File: src/mws_pkg.sv
// Shared types and constants for the majority window smoothing block.
package mws_pkg;

    // Width of a tile code on the ports and inside the datapath.
    localparam int TILE_BITS = 16;
    localparam int CODE_BITS = 16;

    // Default line buffer depth (maximum grid width).
    localparam int MAX_WIDTH_DEF = 1024;

    // Depth of the result queue in front of the output channel.
    localparam int OUT_DEPTH = 4;

    // Configuration port geometry.
    localparam int ADDR_BITS = 4;
    localparam int DATA_BITS = 32;

    // Register reset values.
    localparam logic [15:0] WATER_RST  = 16'd4608;
    localparam logic [15:0] GROUND_RST = 16'd4526;
    localparam logic [10:0] WIDTH_RST  = 11'd1024;
    localparam logic [15:0] HEIGHT_RST = 16'd1024;

    // Register indexes (byte address divided by four).
    typedef enum logic [1:0] {
        REG_WATER  = 2'd0,
        REG_GROUND = 2'd1,
        REG_WIDTH  = 2'd2,
        REG_HEIGHT = 2'd3
    } t_reg_idx;

    typedef logic [CODE_BITS-1:0] t_code;

    // One line buffer word: the two rows above the incoming cell.
    typedef struct packed {
        t_code upper;
        t_code lower;
    } t_pair;

    // Control and data of the item in the memory read stage.
    typedef struct packed {
        logic  shift;
        logic  emit;
        logic  border;
        logic  last;
        logic  fwd;
        t_code value;
    } t_stage_b;

    // One result beat.
    typedef struct packed {
        logic [TILE_BITS-1:0] tile;
        logic                 changed;
        logic                 frame_end;
    } t_result;

endpackage

File: src/mws_out_fifo.sv
// Small result queue that decouples the output channel from the pipeline.
module mws_out_fifo (
    input  logic                                     i_clk,
    input  logic                                     i_rst_n,
    input  logic                                     i_push,
    input  mws_pkg::t_result                         i_data,
    input  logic                                     i_pop,
    output logic                                     o_valid,
    output mws_pkg::t_result                         o_data,
    output logic [$clog2(mws_pkg::OUT_DEPTH+1)-1:0]  o_count
);

    localparam int PW = $clog2(mws_pkg::OUT_DEPTH);
    localparam int CW = $clog2(mws_pkg::OUT_DEPTH + 1);

    mws_pkg::t_result r_buf [mws_pkg::OUT_DEPTH];
    logic [PW-1:0]    r_wr_ptr;
    logic [PW-1:0]    r_rd_ptr;
    logic [CW-1:0]    r_count;
    logic [PW-1:0]    n_wr_ptr;
    logic [PW-1:0]    n_rd_ptr;
    logic [CW-1:0]    n_count;

    // Pointer and fill count update.
    always_comb begin
        n_wr_ptr = r_wr_ptr;
        n_rd_ptr = r_rd_ptr;
        n_count  = r_count;
        if (i_push) begin
            n_wr_ptr = (r_wr_ptr == PW'(mws_pkg::OUT_DEPTH - 1)) ? '0 : r_wr_ptr + PW'(1);
        end
        if (i_pop) begin
            n_rd_ptr = (r_rd_ptr == PW'(mws_pkg::OUT_DEPTH - 1)) ? '0 : r_rd_ptr + PW'(1);
        end
        if (i_push && !i_pop) begin
            n_count = r_count + CW'(1);
        end else if (!i_push && i_pop) begin
            n_count = r_count - CW'(1);
        end
    end

    always_ff @(posedge i_clk) begin
        if (!i_rst_n) begin
            r_wr_ptr <= '0;
            r_rd_ptr <= '0;
            r_count  <= '0;
        end else begin
            r_wr_ptr <= n_wr_ptr;
            r_rd_ptr <= n_rd_ptr;
            r_count  <= n_count;
        end
    end

    // Storage.
    always_ff @(posedge i_clk) begin
        if (i_push) begin
            r_buf[r_wr_ptr] <= i_data;
        end
    end

    assign o_valid = (r_count != '0);
    assign o_data  = r_buf[r_rd_ptr];
    assign o_count = r_count;

endmodule

File: config.mk
export PLATFORM = sky130hd
export DESIGN_NAME = mws_out_fifo
export DESIGN_NICKNAME = d
export VERILOG_FILES = /design/src/mws_pkg.sv /design/src/mws_out_fifo.sv
export SDC_FILE = /design/constraint.sdc
export NUM_CORES = 1
export LEC_CHECK = 0
export BUFFER_PORTS_ARGS = -buffer_cell sky130_fd_sc_hd__buf_4
export CAP_MARGIN = 20
export CORE_MARGIN = 5
export CORE_UTILIZATION = 60
export DETAILED_ROUTE_END_ITERATION = 16
export GPL_ROUTABILITY_DRIVEN = 0
export PLACE_DENSITY_LB_ADDON = 0.2
export REMOVE_ABC_BUFFERS = 1
export SLEW_MARGIN = 20
export SYNTH_ARGS = -nofsm -noshare
export SYNTH_HDL_FRONTEND = slang
export SYNTH_SLANG_ARGS = --single-unit
File: constraint.sdc
create_clock -name i_clk -period 3.28 [get_ports i_clk]
set_clock_uncertainty 0.1 [all_clocks]
set_input_delay 0.656 -clock i_clk [delete_from_list [all_inputs] [get_ports i_clk]]
set_output_delay 0.656 -clock i_clk [all_outputs]
set_load 0.05 [all_outputs]
# Word level (Yosys, flattened, before mapping)
# Memory sizes are Yosys's and may differ from the RTL's. A register that Yosys moved wholly into a read port is not among the register bits.
# Index checks and enable logic that the tools add are counted.
classes:
  addsub: 4
  eq_ne: 2
  mux: 8
  n_reduce_logical: 6
op_table:
  columns: ["cell", "count"]
  rows:
  - ["2-bit two-way mux", 4]
  - ["3-bit two-way mux", 2]
  - ["2-bit by 1-bit adder with 2-bit output (second input constant)", 2]
  - ["2-bit equality test (second input constant)", 2]
  - ["3-bit by 1-bit adder with 3-bit output (second input constant)", 1]
  - ["3-bit nonzero test", 1]
  - ["3-bit by 1-bit subtractor with 3-bit output (second input constant)", 1]
  - ["1-bit logical AND", 2]
  - ["1-bit logical NOT", 2]
  - ["1-bit two-way mux", 2]
  - ["2-bit nonzero test", 1]
word_totals:
  ff_bits: 7
  ram_bits: 72
  in_bits: 22
  out_inout_bits: 22
  word_cells: 24
  memories: 1
mem_list:
  columns: ["memory", "depth", "word_bits", "read_ports", "rd_clocked_by_memory_dff", "wr", "line_no", "rtl"]
  rows:
  - ["r_buf", 4, 18, 1, 1, 1, "mws_out_fifo.sv:16", "mws_pkg::t_result r_buf [mws_pkg::OUT_DEPTH];"]

# Logic depth before layout (Yosys ltp)
depth:
  word_depth: 4
  mapped_depth: 7
  mapped_depth_nobuf: 7

# Worst setup path before layout
# OpenSTA, ideal clock, no wires.
synth_path:
  kind: "in2reg"
  startpoint: "input port i_pop"
  endpoint: "register r_count[2], in the netlist o_count[2]"
  setup_time_ns: 0.076
  t_arrival_ns: 1.860
  required_time_ns: 3.104
  slack_ns: 1.244
  path_stages: 7
  path_buffers: 0
  path_cell_list: "inv_1 ha_1 inv_1 fa_1 xor2_1 or3_1 a21boi_0"
synth_via:
  elab_chain_len: 3
  elab_cells_between_ends: 5
  classes_between: "1 x mux; 4 x reduce/logical"
synth_rtl:
  columns: ["item", "line_no", "rtl"]
  rows:
  - ["start, declared", "mws_out_fifo.sv:7", "input logic i_pop,"]
  - ["1-bit logical NOT", "mws_out_fifo.sv:35", "if (i_push && !i_pop) begin"]
  - ["1-bit logical AND", "mws_out_fifo.sv:35", null]
  - ["3-bit two-way mux or 2-bit nonzero test (tied branches)", null, null]
  - ["end signal, assigned", "mws_out_fifo.sv:50", "r_count <= n_count;"]
  - ["end, declared", "mws_out_fifo.sv:19", "logic [CW-1:0] r_count;"]
# Parallel ways exist; a longest one is shown, timed or not.
# A chain may end at the register's enable or synchronous reset.

==> flow_summary.json <==
{
  "grt_pass1_vias": 1510,
  "die_x_um": 81.8,
  "clock_path_buffers": 2,
  "antenna_found_initial": 0,
  "fmax_ghz": 0.386,
  "ys_seq_area_frac": 0.758,
  "num_vias": 1404,
  "cts_setup_buffers": 0,
  "synth_flop_cell": "edfxtp_1",
  "ys_warn_count": 0,
  "fp.coreArea_mm2": 0.00504,
  "fin_nets": 217,
  "grt_pass1_wl_um": 7450,
  "wl_met3_um": 220,
  "initial_core_util": 0.613,
  "vias_per_cell": 5.34,
  "vdd_drop_max_v": 0.000367,
  "clk_pin_slew_worst_paths_ns": 0.07,
  "synth_seq_cells": 81,
  "arrival_ns": 1.84,
  "die_area_mm2": 0.00669,
  "routed.top_layer": "met4",
  "crit_type": "flip-flop to output port",
  "drive_gt1_frac": 0.337,
  "routed_wl_um": 4790,
  "cts_hold_buf": 0,
  "met2WireLength_um": 2480,
  "post-route-drc-count": 0,
  "worst_setup_path_start_kind": "flip-flop",
  "finalCritPeriodShare": 0.790,
  "rows": 26,
  "min_path_type": "input pin to flip-flop",
  "synthTopCellsByCount": "72 x edfxtp_1, 10 x mux4_2, 9 x dfxtp_1",
  "synth.distinct_cells": 21,
  "synth-edff-count": 72,
  "critPathRequiredTime_ns": 2.52,
  "setup_violations": 0,
  "route.antenna.remaining_nets": 0,
  "final.min_clock_period_ns": 2.59,
  "p_leak_nw": 1.29,
  "powerDensity_mw_per_mm2": 593,
  "setup_tns_ns": 0,
  "worst_r2r_path_depth": 3,
  "synthCells": 137,
  "setup_ws_ns": 0.688,
  "wl_per_cell_um": 18.2,
  "ios": 44,
  "hold_viol": 0,
  "antenna_cells": 0,
  "synth_most_common_cell": "edfxtp_1",
  "cts_tree": "built",
  "numCtsBuffers": 9,
  "synthArstFlopShare": 0,
  "drv_slew": 0,
  "io_buffers": 43,
  "globalRoute.totalOverflow": 0,
  "slew_headroom": 0.394,
  "nFillCells": 326,
  "status": "completed",
  "dr.pass1.iters": 4,
  "grt_use_total": 0.161,
  "drtIter0Drc": 52,
  "hold_depth": 1,
  "cts_resized": 0,
  "maxCapViolCount": 0,
  "avgSynthCellArea_um2": 22.6,
  "syn2layout_area_growth_pct": 17.2,
  "netlist_top_cells_area": "edfxtp_1 70%, mux4_2 7.3%, mux4_1 6.8%",
  "root_buffer": "clkbuf_8",
  "dp_hpwl_um": 3170,
  "fp.dieH_um": 81.8,
  "netlist_area_mm2": 0.00309,
  "cts.sinks": 81,
  "rsz0062_at_grt": "no",
  "end_kind": "output port",
  "yosys.area.top_type_share": 0.700,
  "htreeDepth": 3,
  "path_max_fanout": 18,
  "wl_met1_um": 1970,
  "grt_max_degree": 19,
  "worst_slew_pin_slew_ns": 0.909,
  "clk_latency_ns": 0.34,
  "yosys.area.top_type": "edfxtp_1",
  "dpl_worst_slack_ns": 0.996
}
-- worst paths after layout --
| path | start | end | slack, ns |
|---|---|---|---|
| setup reg to reg | r_wr_ptr[0] | r_buf[2][15] | 1.47 |
| hold reg to reg | o_count[2] | o_count[2] | 0.41 |
| setup / recovery | flip-flop | o_data[2] | 0.69 |
| hold / removal | i_data[9] | r_buf[3][9] | 0.41 |
-- final cells by class --
class                      instances  area (um2)  share of cell area
clock buffer                      12         135              0.0373
clock inverter                     4        20.0             0.00553
inverter                           4        15.0             0.00415
multi-input combinational         48         692               0.191
sequential                        81        2340               0.647
tap                               70        87.6              0.0242
timing repair buffer              44         330              0.0912
-- cell usage in the layout (no fill, tap or decap), drive strengths merged --
cell type	instances
edfxtp	72
buf	44
mux4	18
clkbuf	12
dfxtp	9
ha	6
and2	5
nor2b	5
inv	4
mux2i	4
clkinv	3
or3	2
xnor2	1
nor2	1
nor3	1
o21a	1
xor2	1
o21ai	1
a21boi	1
fa	1
clkinvlp	1
-- critical path, cell delays in order, from the launching register on --
cell	delay (ns)
dfxtp_1	0.86
mux4_1	0.42
buf_4	0.21
-- registers in the layout (all words and copies together), names as in the netlist, named ones only --
register	flops
o_count	3
r_rd_ptr	2
r_wr_ptr	2
r_buf	72
-- report_power, final --
group	internal [mW]	switching [mW]	total, mW
clock network	0.269	0.318	0.587
logic	0.131	0.228	0.359
registers	1.18	0.0249	1.20
total	1.58	0.571	2.15
-- metal layers --
layer	vias to the layer above	track usage
li1	658	-
met1	703	0.183
met2	33	0.277
met3	10	0.0395
met4	0	0.0947
met5	-	0
-- metrics by stage --
step                      hold slack [ns]   util  std cells  power (mW)  area [um2]
final                               0.412  0.718        263        2.15        3620
after CTS                           0.403  0.718        263        2.17        3620
after global placement              0.387  0.688        247        1.58        3470
after floorplan                     0.412      -        133        1.47        3050
after global routing                0.400  0.718        263        2.23        3620
after detailed placement            0.394  0.688        247        1.59        3470
-- logic make-up (layout without fill, tap and decap cells) --
logic type / count (synthesis) / after routing / share of synthesized area
flip-flops: 81 / 81 / 0.758
multiplexers: 22 / 22 / 0.154
AND/OR/NAND/NOR: 14 / 14 / 0.0271
buffers and inverters: 8 / 64 / 0.0182
adder cells (fa/ha/maj): 7 / 7 / 0.0308
AO/OA/AOI/OAI: 3 / 3 / 0.00648
XOR/XNOR: 2 / 2 / 0.00567
Note: power is estimated with default switching activity, not from simulation.
