File: config.mk
export PLATFORM = sky130hd
export DESIGN_NAME = mws_window
export DESIGN_NICKNAME = d
export VERILOG_FILES = /design/src/mws_pkg.sv /design/src/mws_window.sv
export SDC_FILE = /design/constraint.sdc
export NUM_CORES = 1
export LEC_CHECK = 0
export BUFFER_PORTS_ARGS = -buffer_cell sky130_fd_sc_hd__buf_2
export CAP_MARGIN = 10
export CORE_MARGIN = 4
export CORE_UTILIZATION = 53
export CTS_CLUSTER_SIZE = 16
export DETAILED_ROUTE_END_ITERATION = 8
export GPL_TIMING_DRIVEN = 0
export PLACE_DENSITY = 0.8
export SLEW_MARGIN = 25
export SYNTH_ARGS = -nofsm -noshare
export SYNTH_HDL_FRONTEND = slang
export SYNTH_SLANG_ARGS = --single-unit
File: constraint.sdc
create_clock -name i_clk -period 8.55 [get_ports i_clk]
set_clock_uncertainty 0.1 [all_clocks]
set_input_delay 0.4275 -clock i_clk [delete_from_list [all_inputs] [get_ports i_clk]]
set_output_delay 0.4275 -clock i_clk [all_outputs]
set_load 0.03 [all_outputs]
File: src/mws_pkg.sv
// Shared types and constants for the majority window smoothing block.
package mws_pkg;

    // Width of a tile code on the ports and inside the datapath.
    localparam int TILE_BITS = 16;
    localparam int CODE_BITS = 16;

    // Default line buffer depth (maximum grid width).
    localparam int MAX_WIDTH_DEF = 1024;

    // Depth of the result queue in front of the output channel.
    localparam int OUT_DEPTH = 4;

    // Configuration port geometry.
    localparam int ADDR_BITS = 4;
    localparam int DATA_BITS = 32;

    // Register reset values.
    localparam logic [15:0] WATER_RST  = 16'd4608;
    localparam logic [15:0] GROUND_RST = 16'd4526;
    localparam logic [10:0] WIDTH_RST  = 11'd1024;
    localparam logic [15:0] HEIGHT_RST = 16'd1024;

    // Register indexes (byte address divided by four).
    typedef enum logic [1:0] {
        REG_WATER  = 2'd0,
        REG_GROUND = 2'd1,
        REG_WIDTH  = 2'd2,
        REG_HEIGHT = 2'd3
    } t_reg_idx;

    typedef logic [CODE_BITS-1:0] t_code;

    // One line buffer word: the two rows above the incoming cell.
    typedef struct packed {
        t_code upper;
        t_code lower;
    } t_pair;

    // Control and data of the item in the memory read stage.
    typedef struct packed {
        logic  shift;
        logic  emit;
        logic  border;
        logic  last;
        logic  fwd;
        t_code value;
    } t_stage_b;

    // One result beat.
    typedef struct packed {
        logic [TILE_BITS-1:0] tile;
        logic                 changed;
        logic                 frame_end;
    } t_result;

endpackage

File: src/mws_window.sv
// 3x3 window registers, line buffer forwarding and the majority decision.
module mws_window (
    input  logic               i_clk,
    input  logic               i_rst_n,
    input  mws_pkg::t_stage_b  i_b,
    input  mws_pkg::t_pair     i_rd,
    input  mws_pkg::t_code     i_water,
    input  mws_pkg::t_code     i_ground,
    output mws_pkg::t_pair     o_wr,
    output logic               o_res_valid,
    output mws_pkg::t_result   o_res
);

    mws_pkg::t_code r_win [9];
    mws_pkg::t_pair r_fwd;
    logic           r_c_valid;
    logic           r_c_border;
    logic           r_c_last;

    mws_pkg::t_code eff_upper;
    mws_pkg::t_code eff_lower;
    mws_pkg::t_code colv [3];
    logic [3:0]     wet;
    logic [3:0]     dry;
    mws_pkg::t_code center;
    mws_pkg::t_code result;

    // The previous item writes the same column as this one is read: take its data.
    always_comb begin
        eff_upper = i_b.fwd ? r_fwd.upper : i_rd.upper;
        eff_lower = i_b.fwd ? r_fwd.lower : i_rd.lower;
        colv[0]   = eff_upper;
        colv[1]   = eff_lower;
        colv[2]   = i_b.value;
    end

    // The column moves up one row in the line buffer.
    assign o_wr.upper = eff_lower;
    assign o_wr.lower = i_b.value;

    // Window shift and forwarding copy.
    always_ff @(posedge i_clk) begin
        if (i_b.shift) begin
            for (int r = 0; r < 3; r++) begin
                r_win[r*3]     <= r_win[r*3+1];
                r_win[r*3+1]   <= r_win[r*3+2];
                r_win[r*3+2]   <= colv[r];
            end
            r_fwd.upper <= eff_lower;
            r_fwd.lower <= i_b.value;
        end
    end

    // Decision stage control.
    always_ff @(posedge i_clk) begin
        if (!i_rst_n) begin
            r_c_valid <= 1'b0;
        end else begin
            r_c_valid <= i_b.shift & i_b.emit;
        end
    end

    always_ff @(posedge i_clk) begin
        r_c_border <= i_b.border;
        r_c_last   <= i_b.last;
    end

    // Count water and land among the eight neighbors and pick the result.
    always_comb begin
        wet    = '0;
        dry    = '0;
        center = r_win[4];
        for (int i = 0; i < 9; i++) begin
            if (i != 4) begin
                if (r_win[i] == i_water) begin
                    wet = wet + 4'd1;
                end else if (r_win[i] == i_ground) begin
                    dry = dry + 4'd1;
                end
            end
        end
        result = center;
        if (!r_c_border) begin
            if (center == i_water && dry > wet) begin
                result = i_ground;
            end else if (center == i_ground && wet > dry) begin
                result = i_water;
            end
        end
    end

    assign o_res_valid     = r_c_valid;
    assign o_res.tile      = mws_pkg::TILE_BITS'(result);
    assign o_res.changed   = (result != center);
    assign o_res.frame_end = r_c_last;

endmodule

[Word level (Yosys, flattened, before mapping)]
Memories as Yosys holds them, arrays and structs flattened.
Cells that the tools add are included.
Word-level totals
  bits in writable memories: 144
  output and inout port bits: 51
  memories: 1
  bits in registers: 35
Memories
  r_win: depth 9, bits a word 16, rd ports 9, clocked after memory_dff 0, wr ports 9, RTL line mws_window.sv:14  | mws_pkg::t_code r_win [9];
Operators by class
  bitwise gates (word level): 1
  reduce and logical (&&, ||, !) cells: 2
  order comparisons: 2
  multiplexer cells: 31
  equality and inequality tests: 19
  add/subtract/negate cells: 14
Operators with widths (number)
  == test 16 bit: 18
  2-to-1 mux 4 bit: 21
  2-to-1 mux 16 bit: 5
  adder 4 x 1 -> 4 bit (second input constant): 14
  != test 16 bit: 1
  > comparator 4 bit: 2
  2-to-1 mux 1 bit: 5
  logical AND 1 bit: 2
  bitwise AND 1 bit: 1

[Longest topological paths before layout]
Gate-level depths: netlist (run 1).
An unclocked memory read counts as a cell.
  word-level depth: 31
  depth in mapped cells: 37
  depth with buffers taken out: 35

[Least setup slack after synthesis (run 1)]
OpenSTA, ideal clock, no wires.
  path kind: input to output
  start point: in i_water[5]
  end point: out o_res[1] in the netlist's numbering
  data arrival time: 7475 ps
  data required time: 8023 ps
  cell stages on the path: 35
  slack: 548 ps
  cell sequence: buf_2 -> xnor2_1 -> nand4_1 -> nor4_2 -> nor2_1 -> ha_1 -> o41ai_1 -> o31ai_4 -> ha_1 -> and3b_1 -> a21oi_1 -> inv_1 -> xnor2_1 -> ha_1 -> o221ai_1 -> xnor2_1 -> mux2i_1 -> ha_1 -> nor2_1 -> a31oi_1 -> ha_1 -> nand2_1 -> xnor2_1 -> xnor2_1 -> ha_1 -> o21ai_0 -> nand2b_1 -> a21oi_1 -> or4_1 -> clkbuf_1 -> clkbuf_1 -> a21oi_1 -> o22ai_1 -> a221oi_1 -> o2111ai_1
RTL lines
  start: declaration: RTL line mws_window.sv:7  | input mws_pkg::t_code i_water,
  end: declaration: RTL line mws_window.sv:11  | output mws_pkg::t_result o_res

==> impl_results.md, run 1 <==
- Synth cell types: 63
- Kind of start point of the critical path: flop
- Termination of the worst setup path: o_res[1]
- Initial Utilization: 0.545
- Final hold violations: 0
- Final min period: 8.47 ns
- Worst setup margin: 0.0828 ns
- GRT Util Overall: 0.298
- Area leader, netlist: edfxtp_1
- Placer Congestion: 0.991
- Pre-CTS WS: -0.568 ns
- Worst vdd ir: 0.000138 V
- Layout cell share with drive strength beyond 1: 0.289
- Chip Height: 145 µm
- Max_cap viols: 0
- Via count: 7945
- M3 GR Usage: 0.0808
- Total Routed Length: 31400 µm
- Remaining Overflow, GRT: 0
- Yosys warns: 0
- Sequential power share: 0.447
- Final period util: 0.990
- Post-Syn Nets: 961
- Initial DRC count: 1035
- Area of the mapped netlist: 9930 µm²
- Reg2reg end: r_fwd[22]
- CTS Buf Count: 17
- Most frequent cells in the layout: xnor2_1, edfxtp_1, buf_2, xor2_1, nand4_1
- Fin cells: 1254
- GR Util met1: 0.388
- Reg2reg start: r_fwd[6]
- Comb power frac: 0.169
- CP Launch Point: r_win[0][17]
- Max-slew headroom: 0.293
- Sequential share of the synthesized area: 0.442
- Slew Limit Fails: 0
- Worst Tran Pin Value: 1.05 ns
- Crit Path Max Fanout: 10
- Number of synthesized flops with an enable pin: 144
- # setup viols final: 0
- Syn Area/Cell: 11.6 µm²
- Largest net degree at the start of global routing: 77
- Clock Sinks: 147
- # diodes: 0
- CTS H-tree lvls: 4
- HP Class: primary input to flop
- Port Buffers: 128
- R2R Setup Slk: 7.30 ns
- Met2 Usage GRT: 0.468
- Run status: complete, no violations
- P_sw: 0.000563 W
- WP data arrival: 7.94 ns
- Critical Path Sink Type: primary output
- Synth area leaders: edfxtp_1, xnor2_1, xor2_1
- WHS: 0.0856 ns
- Net Sw Frac: 0.274
- Clock insertion delay at the later pin of the skew report: 0.43 ns
- Seq cells post-synth: 147
- IO Pins: 138
- Antenna violations before repair: 0
- Hpwl dp: 21600 µm
- Worst r2r path cells: 1
- Core area: 18200 µm²
- Drt pass-1 iters: 6
- Final #Nets: 1116
- WP data required: 8.02 ns
- Post-route DRC violation count: 0
- Internal Power: 0.00150 W
- Clock Path Buffers: 2
- Slowest CP cell: or4_4
- Share of the synthesized area in the top cell type: 0.435
- Die extent in x: 145 µm
- Reg clk slew, reported paths: 0.06 ns
- DR vias/cell: 6.34
- Max stage delay on crit path: 0.61 ns
- Pwr/cell area: 175 nW/µm²
- Die ar.: 21000 µm²
- CTS tree: built
- Routed WL per cell: 25.1 µm
- Main synth FF type: edfxtp_1
- Num rows: 49
- Area grow syn2layout: 18.7%
- Leakage power: 4.33 nW
- Clock share of power: 0.384
- Vias in the first global route: 7731
- Crit path kind: flop to primary output
- Cells after Synth: 857
- Placed cells: 1215
- First-pass GRT wire length: 45900 µm
- Layer with the highest usage: met2
- Commonest non-fill, non-tap cell in the layout: xnor2_1
- Max Fclk: 0.118 GHz
- Tot Pwr: 0.00206 W
- Worst path most repeated cell: ha_1
- Routed Antenna Nets: 0
- Clock Root Buffer: clkbuf_16
- Async SR Flop Fraction: 0
-- worst min path at each step --
stage	cells after the start	startpoint	endpoint	slack, ns
after floorplan	0	i_b[18]	r_c_border	0.36
after global placement	0	r_win[0][114]	r_win[0][98]	0.40
after detailed placement	0	r_win[0][114]	r_win[0][98]	0.40
after CTS	1	i_b[4]	r_fwd[4]	0.08
after global routing	1	i_b[4]	r_fwd[4]	0.09
final	1	i_b[4]	r_fwd[4]	0.09
-- state kept, by name (all words and copies together) (netlist names) --
| name | cells |
|---|---|
| r_c_last | 1 |
| o_res_valid | 1 |
| r_win | 113 |
| r_fwd | 31 |
| r_c_border | 1 |
-- layout make-up --
class | instances | area (µm²)
fill | 1324 | 6420
multi-input combinational | 631 | 5280
buffer | 61 | 404
clock buffer | 19 | 443
sequential | 147 | 4380
tap | 229 | 287
inverter | 16 | 62.6
clock inverter | 13 | 183
timing repair buffer | 138 | 751
-- power groups by stage --
stage	sequential, W	combinational [W]	clock (W)
after floorplan	0.000908	0.000224	0
after global placement	0.000934	0.000319	0
after detailed placement	0.000933	0.000329	0
after CTS	0.000918	0.000338	0.000790
after global routing	0.000924	0.000365	0.000821
final	0.000921	0.000347	0.000790
-- logic make-up after synthesis --
kind of cell	synth area share
compound gates	0.0628
xor+xnor	0.286
fa+ha+maj	0.0214
buf+inv	0.0442
flops	0.442
mux	0.0428
simple gates	0.101
-- routing by layer --
metal	share of wire	wire length, µm
met1	0.37	11500
met2	0.46	14300
met3	0.13	4110
met4	0.049	1530
met5	0	0
-- worst max-delay path, delay by kind of cell (launching register included) --
family	cells	cell delay (ns)
adder cells (fa/ha/maj)	7	1.85
AND/OR/NAND/NOR	9	1.88
multiplexers	4	1.14
AO/OA/AOI/OAI	8	1.23
XOR/XNOR	1	0.27
buffers and inverters	4	0.67
flip-flops	1	0.46
-- cell usage after synthesis, types with 2 or more instances --
library cell  instances
xnor2_1             195
edfxtp_1            144
xor2_1              123
nand4_1              49
mux2_2               36
nor4_1               36
buf_2                25
nand2_1              25
nor2_1               22
buf_4                19
ha_1                 17
inv_1                15
o21ai_0              15
o22ai_1              15
a22oi_1              13
clkbuf_1             11
a21oi_1               8
nor3_1                7
nand3_1               6
buf_6                 5
a221oi_1              4
nand2b_1              4
o22a_1                4
a211oi_1              3
a31oi_1               3
buf_1                 3
dfxtp_1               3
nor4_2                3
o221ai_1              3
a21o_1                2
a222oi_1              2
and3b_1               2
mux2i_1               2
nor2b_1               2
o2111ai_1             2
o211ai_1              2
-- through the flow --
stage               instance area (µm²)  utilization  TNS (ns)
detailed placement                10900        0.599     -3.00
floorplan                          9930            -         0
global route                      11800        0.647    -0.120
CTS                               11600        0.638         0
finish                            11800        0.647         0
global placement                  10900        0.596    -0.622
-- what timing repair did --
action	4_1_cts	5_1_grt
pin swaps	1	6
gates resized for setup	19	26
buffers inserted	1	6
setup endpoints to repair	17	17
hold buffers	2	0
hold endpoints to repair	2	0
Power figures use the tool's default switching activity.
==> run 2: changes to the inputs <==
--- a/config.mk
+++ b/config.mk
@@ -13,6 +13,7 @@
 export DETAILED_ROUTE_END_ITERATION = 8
 export GPL_TIMING_DRIVEN = 0
 export PLACE_DENSITY = 0.8
+export REMOVE_ABC_BUFFERS = 1
 export SLEW_MARGIN = 25
 export SYNTH_ARGS = -nofsm -noshare
 export SYNTH_HDL_FRONTEND = slang
==> run 2 against run 1 <==
  * The flow now finishes with violations (design-rule violations)
  * Sequential power about the same
  * Register-to-register slack about the same
  * Critical path depth decreased by 1
  * Via count decreased by 2.2%
  * Die area unchanged
  * Final cell count decreased by 3.7%
  * Global-route usage decreased by 1.2 points
  * Critical endpoint unchanged
==> impl_results.md, run 2 (synthesis gave the netlist of run 1 again) <==
- Internal Power: 0.00139 W (-7.3%)
- Worst Tran Pin Value: 0.877 ns (-0.174 ns)
- Clock insertion delay at the later pin of the skew report: 0.42 ns (about the same)
- Largest register by flop count: r_win
- Post-route DRC violation count: 6 (+6)
- Sequential power share: 0.474 (+0.027)
- Max FFs per register: 113 (unchanged)
- Failing checks: design-rule violations
- Chip Height: 145 µm (unchanged)
- Final #Nets: 1069 (-4.2%)
- P_sw: 0.000557 W (-1.2%)
- Worst path most repeated cell: ha_1
- Total Routed Length: 30200 µm (-3.8%)
- Die extent in x: 145 µm (unchanged)
- Worst vdd ir: 0.000149 V (+7.9%)
- Num rows: 49 (unchanged)
- Fin cells: 1207 (-3.7%)
- Max_cap viols: 0 (unchanged)
- Largest registers: r_win: 113 flops, r_fwd: 31 flops
- Vias in the first global route: 7529 (-2.6%)
- Final hold violations: 0 (unchanged)
- Hold path cells: 1 (unchanged)
- Net Sw Frac: 0.287 (+0.0128)
- Commonest non-fill, non-tap cell in the layout: xnor2_1
- Remaining Overflow, GRT: 0 (unchanged)
- Layout cell share with drive strength beyond 1: 0.271 (-0.0178)
- Total negative slack: 0 ns (unchanged)
- Area grow syn2layout: 15.7%
- Final period util: 0.970 (-0.0204)
- Leakage power: 4.13 nW (-4.7%)
- Largest net degree at the start of global routing: 79 (+2.6%)
- Max-slew headroom: 0.410 (+0.117)
- Pwr/cell area: 169 nW/µm² (-3.2%)
- Die ar.: 21000 µm² (unchanged)
- DR vias/cell: 6.44 (+1.6%)
- # setup viols final: 0 (unchanged)
- Initial Utilization: 0.545 (unchanged)
- CTS H-tree lvls: 4 (unchanged)
- Comb power frac: 0.170 (about the same)
- Slowest CP cell: or4_4
- # diodes: 0 (unchanged)
- Most frequent cells in the layout: xnor2_1, edfxtp_1, buf_2, xor2_1, nand4_1
- Via count: 7772 (-2.2%)
- Kind of start point of the critical path: primary input
- WP data arrival: 7.76 ns (-0.18 ns)
- Clock Path Buffers: 2 (unchanged)
- Crit Path Max Fanout: 11 (+1)
- Max stage delay on crit path: 0.60 ns (about the same)
- Port Buffers: 137 (+7.0%)
- Placer Congestion: 0.958 (-3.4%)
- Run status: finished, violations left
- Slew Limit Fails: 0 (unchanged)
- Placed cells: 1162 (-4.4%)
- Clock Root Buffer: clkbuf_16
- Core Util, Final: 0.631 (-0.0165)
- GRT Util Overall: 0.285 (-0.0124)
- Reg clk slew, reported paths: 0.06 ns (about the same)
- Crit path kind: primary input to primary output
- Max Fclk: 0.121 GHz (+2.1%)
- CTS Buf Count: 17 (unchanged)
- Hpwl dp: 20300 µm (-6.1%)
- Clock share of power: 0.356 (-0.028)
- First-pass GRT wire length: 44000 µm (-4.1%)
- Critical Path Sink Type: primary output
- Drt pass-1 iters: 9 (+3)
- Worst r2r path cells: 1 (unchanged)
- CTS tree: built
- Clock Sinks: 147 (unchanged)
- Core area: 18200 µm² (unchanged)
- Routed Antenna Nets: 0 (unchanged)
- WP data required: 8.02 ns (about the same)
- Routed WL per cell: 25.0 µm (about the same)
- HP Class: primary input to flop
- Final min period: 8.29 ns (-0.175 ns)
- IO Pins: 138 (unchanged)
- Antenna violations before repair: 0 (unchanged)
- Initial DRC count: 1177 (+14%)
## run 2: worst paths after layout
check | startpoint | endpoint | slack, ns
hold reg to reg | r_win[0][112] | r_win[0][96] | 0.43
hold / removal | i_b[18] | r_c_border | 0.01
setup / recovery | i_water[15] | o_res[1] | 0.26
setup reg to reg | r_fwd[0] | r_fwd[16] | 7.30
## run 2: repair_timing
item,4_1_cts,5_1_grt
hold endpoints to repair,0,1
pin swaps,1,10
gates cloned,0,1
hold buffers,0,1
resized for setup,11,30
setup endpoints to repair,17,16
setup buffers,1,10
## run 2: per-stage QoR
| stage | hold WS [ns] | setup WS (ns) | total power, W | area, µm² |
|---|---|---|---|---|
| floorplan | 0.355 | 0.501 | 0.00108 | 9550 |
| global placement | 0.407 | -1.26 | 0.00124 | 10500 |
| detailed placement | 0.410 | -0.832 | 0.00125 | 10600 |
| CTS | 0.0000813 | 0.00896 | 0.00193 | 11200 |
| global route | 0.0101 | -0.0415 | 0.00200 | 11500 |
| finish | 0.0115 | 0.258 | 0.00194 | 11500 |
## run 2: cell type report
| cell class | count | area [µm²] |
|---|---|---|
| fill | 1322 | 6720 |
| multi-input combinational | 632 | 5370 |
| sequential | 147 | 4380 |
| timing repair buffer | 151 | 842 |
| clock buffer | 19 | 433 |
| tap | 229 | 287 |
| clock inverter | 13 | 110 |
| inverter | 16 | 62.6 |
## run 2: worst max-delay path: cells and delay by family
| kind | cells | cell delay [ns] |
|---|---|---|
| adder cells (fa/ha/maj) | 7 | 2.00 |
| buffers and inverters | 4 | 0.92 |
| multiplexers | 4 | 1.13 |
| XOR/XNOR | 2 | 0.37 |
| AND/OR/NAND/NOR | 7 | 1.38 |
| AO/OA/AOI/OAI | 8 | 1.52 |
## run 2: metal layers
layer | wire length (µm) | GRT usage | vias up
met4 | 1860 | 0.156 | 0
li1 | - | - | 3319
met3 | 4030 | 0.0651 | 159
met5 | 0 | 0 | -
met2 | 13500 | 0.444 | 654
met1 | 10800 | 0.371 | 3640
## run 2: power groups by stage
stage	Combinational [W]	Clock, W	Sequential (W)
5_1_grt	0.000347	0.000726	0.000924
2_1_floorplan	0.000176	0	0.000909
6_report	0.000330	0.000691	0.000921
3_3_place_gp	0.000306	0	0.000933
4_1_cts	0.000320	0.000691	0.000917
3_5_place_dp	0.000315	0	0.000932
==> run 3: changes to the inputs <==
--- a/config.mk
+++ b/config.mk
@@ -11,7 +11,6 @@
 export CORE_UTILIZATION = 53
 export CTS_CLUSTER_SIZE = 16
 export DETAILED_ROUTE_END_ITERATION = 8
-export GPL_TIMING_DRIVEN = 0
 export PLACE_DENSITY = 0.8
 export REMOVE_ABC_BUFFERS = 1
 export SLEW_MARGIN = 25
==> run 3 against run 2 <==
  * The flow now finishes without violations
  * Largest cell class unchanged
  * Core utilization rose by 1.3 points
  * Largest power group unchanged
  * Fmax rose by 1.1%
  * Register-to-register slack about the same
  * Clock power up 16%
  * Die area stayed put
  * Design area grew 2.1%
  * Critical endpoint unchanged
  * Global-route usage rose by 3.9 points
  * Worst hold slack got worse by 0.0041 ns
  * Setup slack improved by 0.090 ns
  * Critical path depth is 1 lower
==> impl_results.md, run 3 (synthesis gave the netlist of run 1 again) <==
- Post-route DRC violation count: 0 (-6)
- WP data required: 8.02 ns (about the same)
- Core area: 18200 µm² (unchanged)
- Most frequent cells in the layout: xnor2_1, edfxtp_1, buf_2, xor2_1, buf_4
- HP Class: primary input to flop
- Leakage power: 4.34 nW (+5.1%)
- Worst vdd ir: 0.000161 V (+8.0%)
- Max-slew headroom: 0.279 (-0.132)
- Clock share of power: 0.387 (+0.031)
- Initial Utilization: 0.545 (unchanged)
- Placed cells: 1205 (+3.7%)
- Reg clk slew, reported paths: 0.06 ns (about the same)
- Clock Path Buffers: 2 (unchanged)
- Reg2reg end: r_fwd[29]
- Placed instance area: 10900 µm² (+2.8%)
- Hpwl dp: 24800 µm (+22%)
- Final period util: 0.959 (-0.0105)
- CP Launch Point: r_win[0][24]
- Remaining Overflow, GRT: 0 (unchanged)
- Pwr/cell area: 177 nW/µm² (+5.0%)
- IO Pins: 138 (unchanged)
- Total negative slack: 0 ns (unchanged)
- Sequential power share: 0.444 (-0.030)
- Max stage delay on crit path: 0.62 ns (+0.02 ns)
- Kind of start point of the critical path: flop
- Core Util, Final: 0.644 (+0.0134)
- Crit path kind: flop to primary output
- Internal Power: 0.00148 W (+6.6%)
- Worst setup margin: 0.347 ns (+0.0897 ns)
- Port Buffers: 137 (unchanged)
- Initial DRC count: 1199 (+1.9%)
- Die extent in x: 145 µm (unchanged)
- Worst r2r path cells: 1 (unchanged)
- Final #Nets: 1108 (+3.6%)
- Run status: complete, no violations
- # diodes: 0 (unchanged)
- Clock Sinks: 147 (unchanged)
- WP data arrival: 7.68 ns (-0.08 ns)
- Drt pass-1 iters: 7 (-2)
- Max Fclk: 0.122 GHz (+1.1%)
- First-pass GRT wire length: 49200 µm (+12%)
- CTS H-tree lvls: 4 (unchanged)
- Clock insertion delay at the later pin of the skew report: 0.43 ns (about the same)
- Via count: 8018 (+3.2%)
- Total Routed Length: 33500 µm (+11%)
- Chip Height: 145 µm (unchanged)
- Slew Limit Fails: 0 (unchanged)
- Vias in the first global route: 8098 (+7.6%)
- Termination of the worst setup path: o_res[1]
- # setup viols final: 0 (unchanged)
- Routed Antenna Nets: 0 (unchanged)
- Pre-CTS WS: 0.122 ns (+0.954 ns)
- Layout cell share with drive strength beyond 1: 0.291 (+0.0201)
- Net Sw Frac: 0.290 (+0.00364)
- Max FFs per register: 113 (unchanged)
- Final min period: 8.20 ns (-0.0897 ns)
- Largest registers: r_win: 113 flops, r_fwd: 31 flops
- Cell area after layout: 11700 µm² (+2.1%)
- Antenna violations before repair: 2 (+2)
- CTS tree: built
- GRT Util Overall: 0.324 (+0.0389)
- Comb power frac: 0.169 (about the same)
- Commonest non-fill, non-tap cell in the layout: xnor2_1
- Max_cap viols: 0 (unchanged)
- Worst path most repeated cell: ha_1
- DR vias/cell: 6.43 (about the same)
- Slowest CP cell: or4_4
- Placer Congestion: 0.996 (+3.9%)
- Clock Root Buffer: clkbuf_16
- Die ar.: 21000 µm² (unchanged)
- Largest register by flop count: r_win
- Routed WL per cell: 26.9 µm (+7.5%)
- Final hold violations: 0 (unchanged)
- Area grow syn2layout: 18.2%
- CTS Buf Count: 17 (unchanged)
- Fin cells: 1246 (+3.2%)
- R2R Setup Slk: 7.31 ns (about the same)
- Largest net degree at the start of global routing: 77 (-2.5%)
- P_sw: 0.000604 W (+8.5%)
- Crit Path Max Fanout: 10 (-1)
- Critical Path Sink Type: primary output
- Worst Tran Pin Value: 1.07 ns (+0.196 ns)
- Num rows: 49 (unchanged)
- Reg2reg start: r_fwd[13]
run 3: final cells by class:
type                       instances  area [µm²]
multi-input combinational        631        5270
sequential                       147        4380
clock buffer                      18         439
fill                            1294        6470
inverter                          16        62.6
tap                              229         287
timing repair buffer             191        1100
clock inverter                    14         193
run 3: how the worst min path moves through the flow:
stage                        startpoint       endpoint  slack (ns)  cells past startpoint
after floorplan                 i_b[18]     r_c_border        0.36                      0
after global routing            i_b[18]     r_c_border       0.004                      1
after CTS                       i_b[18]     r_c_border       0.003                      1
final                           i_b[18]     r_c_border       0.007                      1
after global placement     r_win[0][21]    r_win[0][5]        0.40                      0
after detailed placement  r_win[0][119]  r_win[0][103]        0.41                      0
run 3: routing by layer:
metal | GRT usage | vias up | part of all wire | wire length, µm
met5 | 0 | - | 0.00063 | 21
met4 | 0.202 | 4 | 0.080 | 2680
met3 | 0.0831 | 194 | 0.12 | 3890
met2 | 0.522 | 667 | 0.46 | 15300
met1 | 0.390 | 3759 | 0.35 | 11700
li1 | - | 3394 | - | -
run 3: what timing repair did:
action                                 in CTS  in global routing
gates resized for setup                     3                 21
hold buffers                                1                  0
pin swaps                                   0                  5
buffers inserted                            0                  8
endpoints found under the hold margin       1                  0
setup endpoints to repair                   5                 16
run 3: through the flow:
stage | total power (W) | hold WS [ns]
after floorplan | 0.00108 | 0.355
after global placement | 0.00126 | 0.401
after detailed placement | 0.00127 | 0.408
after CTS | 0.00206 | 0.00336
after global routing | 0.00213 | 0.00410
final | 0.00208 | 0.00738
run 3: critical path, delay by kind of cell (launching register included):
family	cells	cell delay, ns
simple gates	8	1.62
flops	1	0.47
buf+inv	4	0.50
mux	4	1.12
fa+ha+maj	7	1.99
xor+xnor	2	0.37
compound gates	6	1.18
run 3: power by group through the flow:
stage / clock network [W] / registers, W / logic (W)
final: 0.000805 / 0.000925 / 0.000352
after global routing: 0.000838 / 0.000927 / 0.000369
after detailed placement: 0 / 0.000936 / 0.000334
after CTS: 0.000801 / 0.000921 / 0.000340
after global placement: 0 / 0.000934 / 0.000330
after floorplan: 0 / 0.000909 / 0.000176
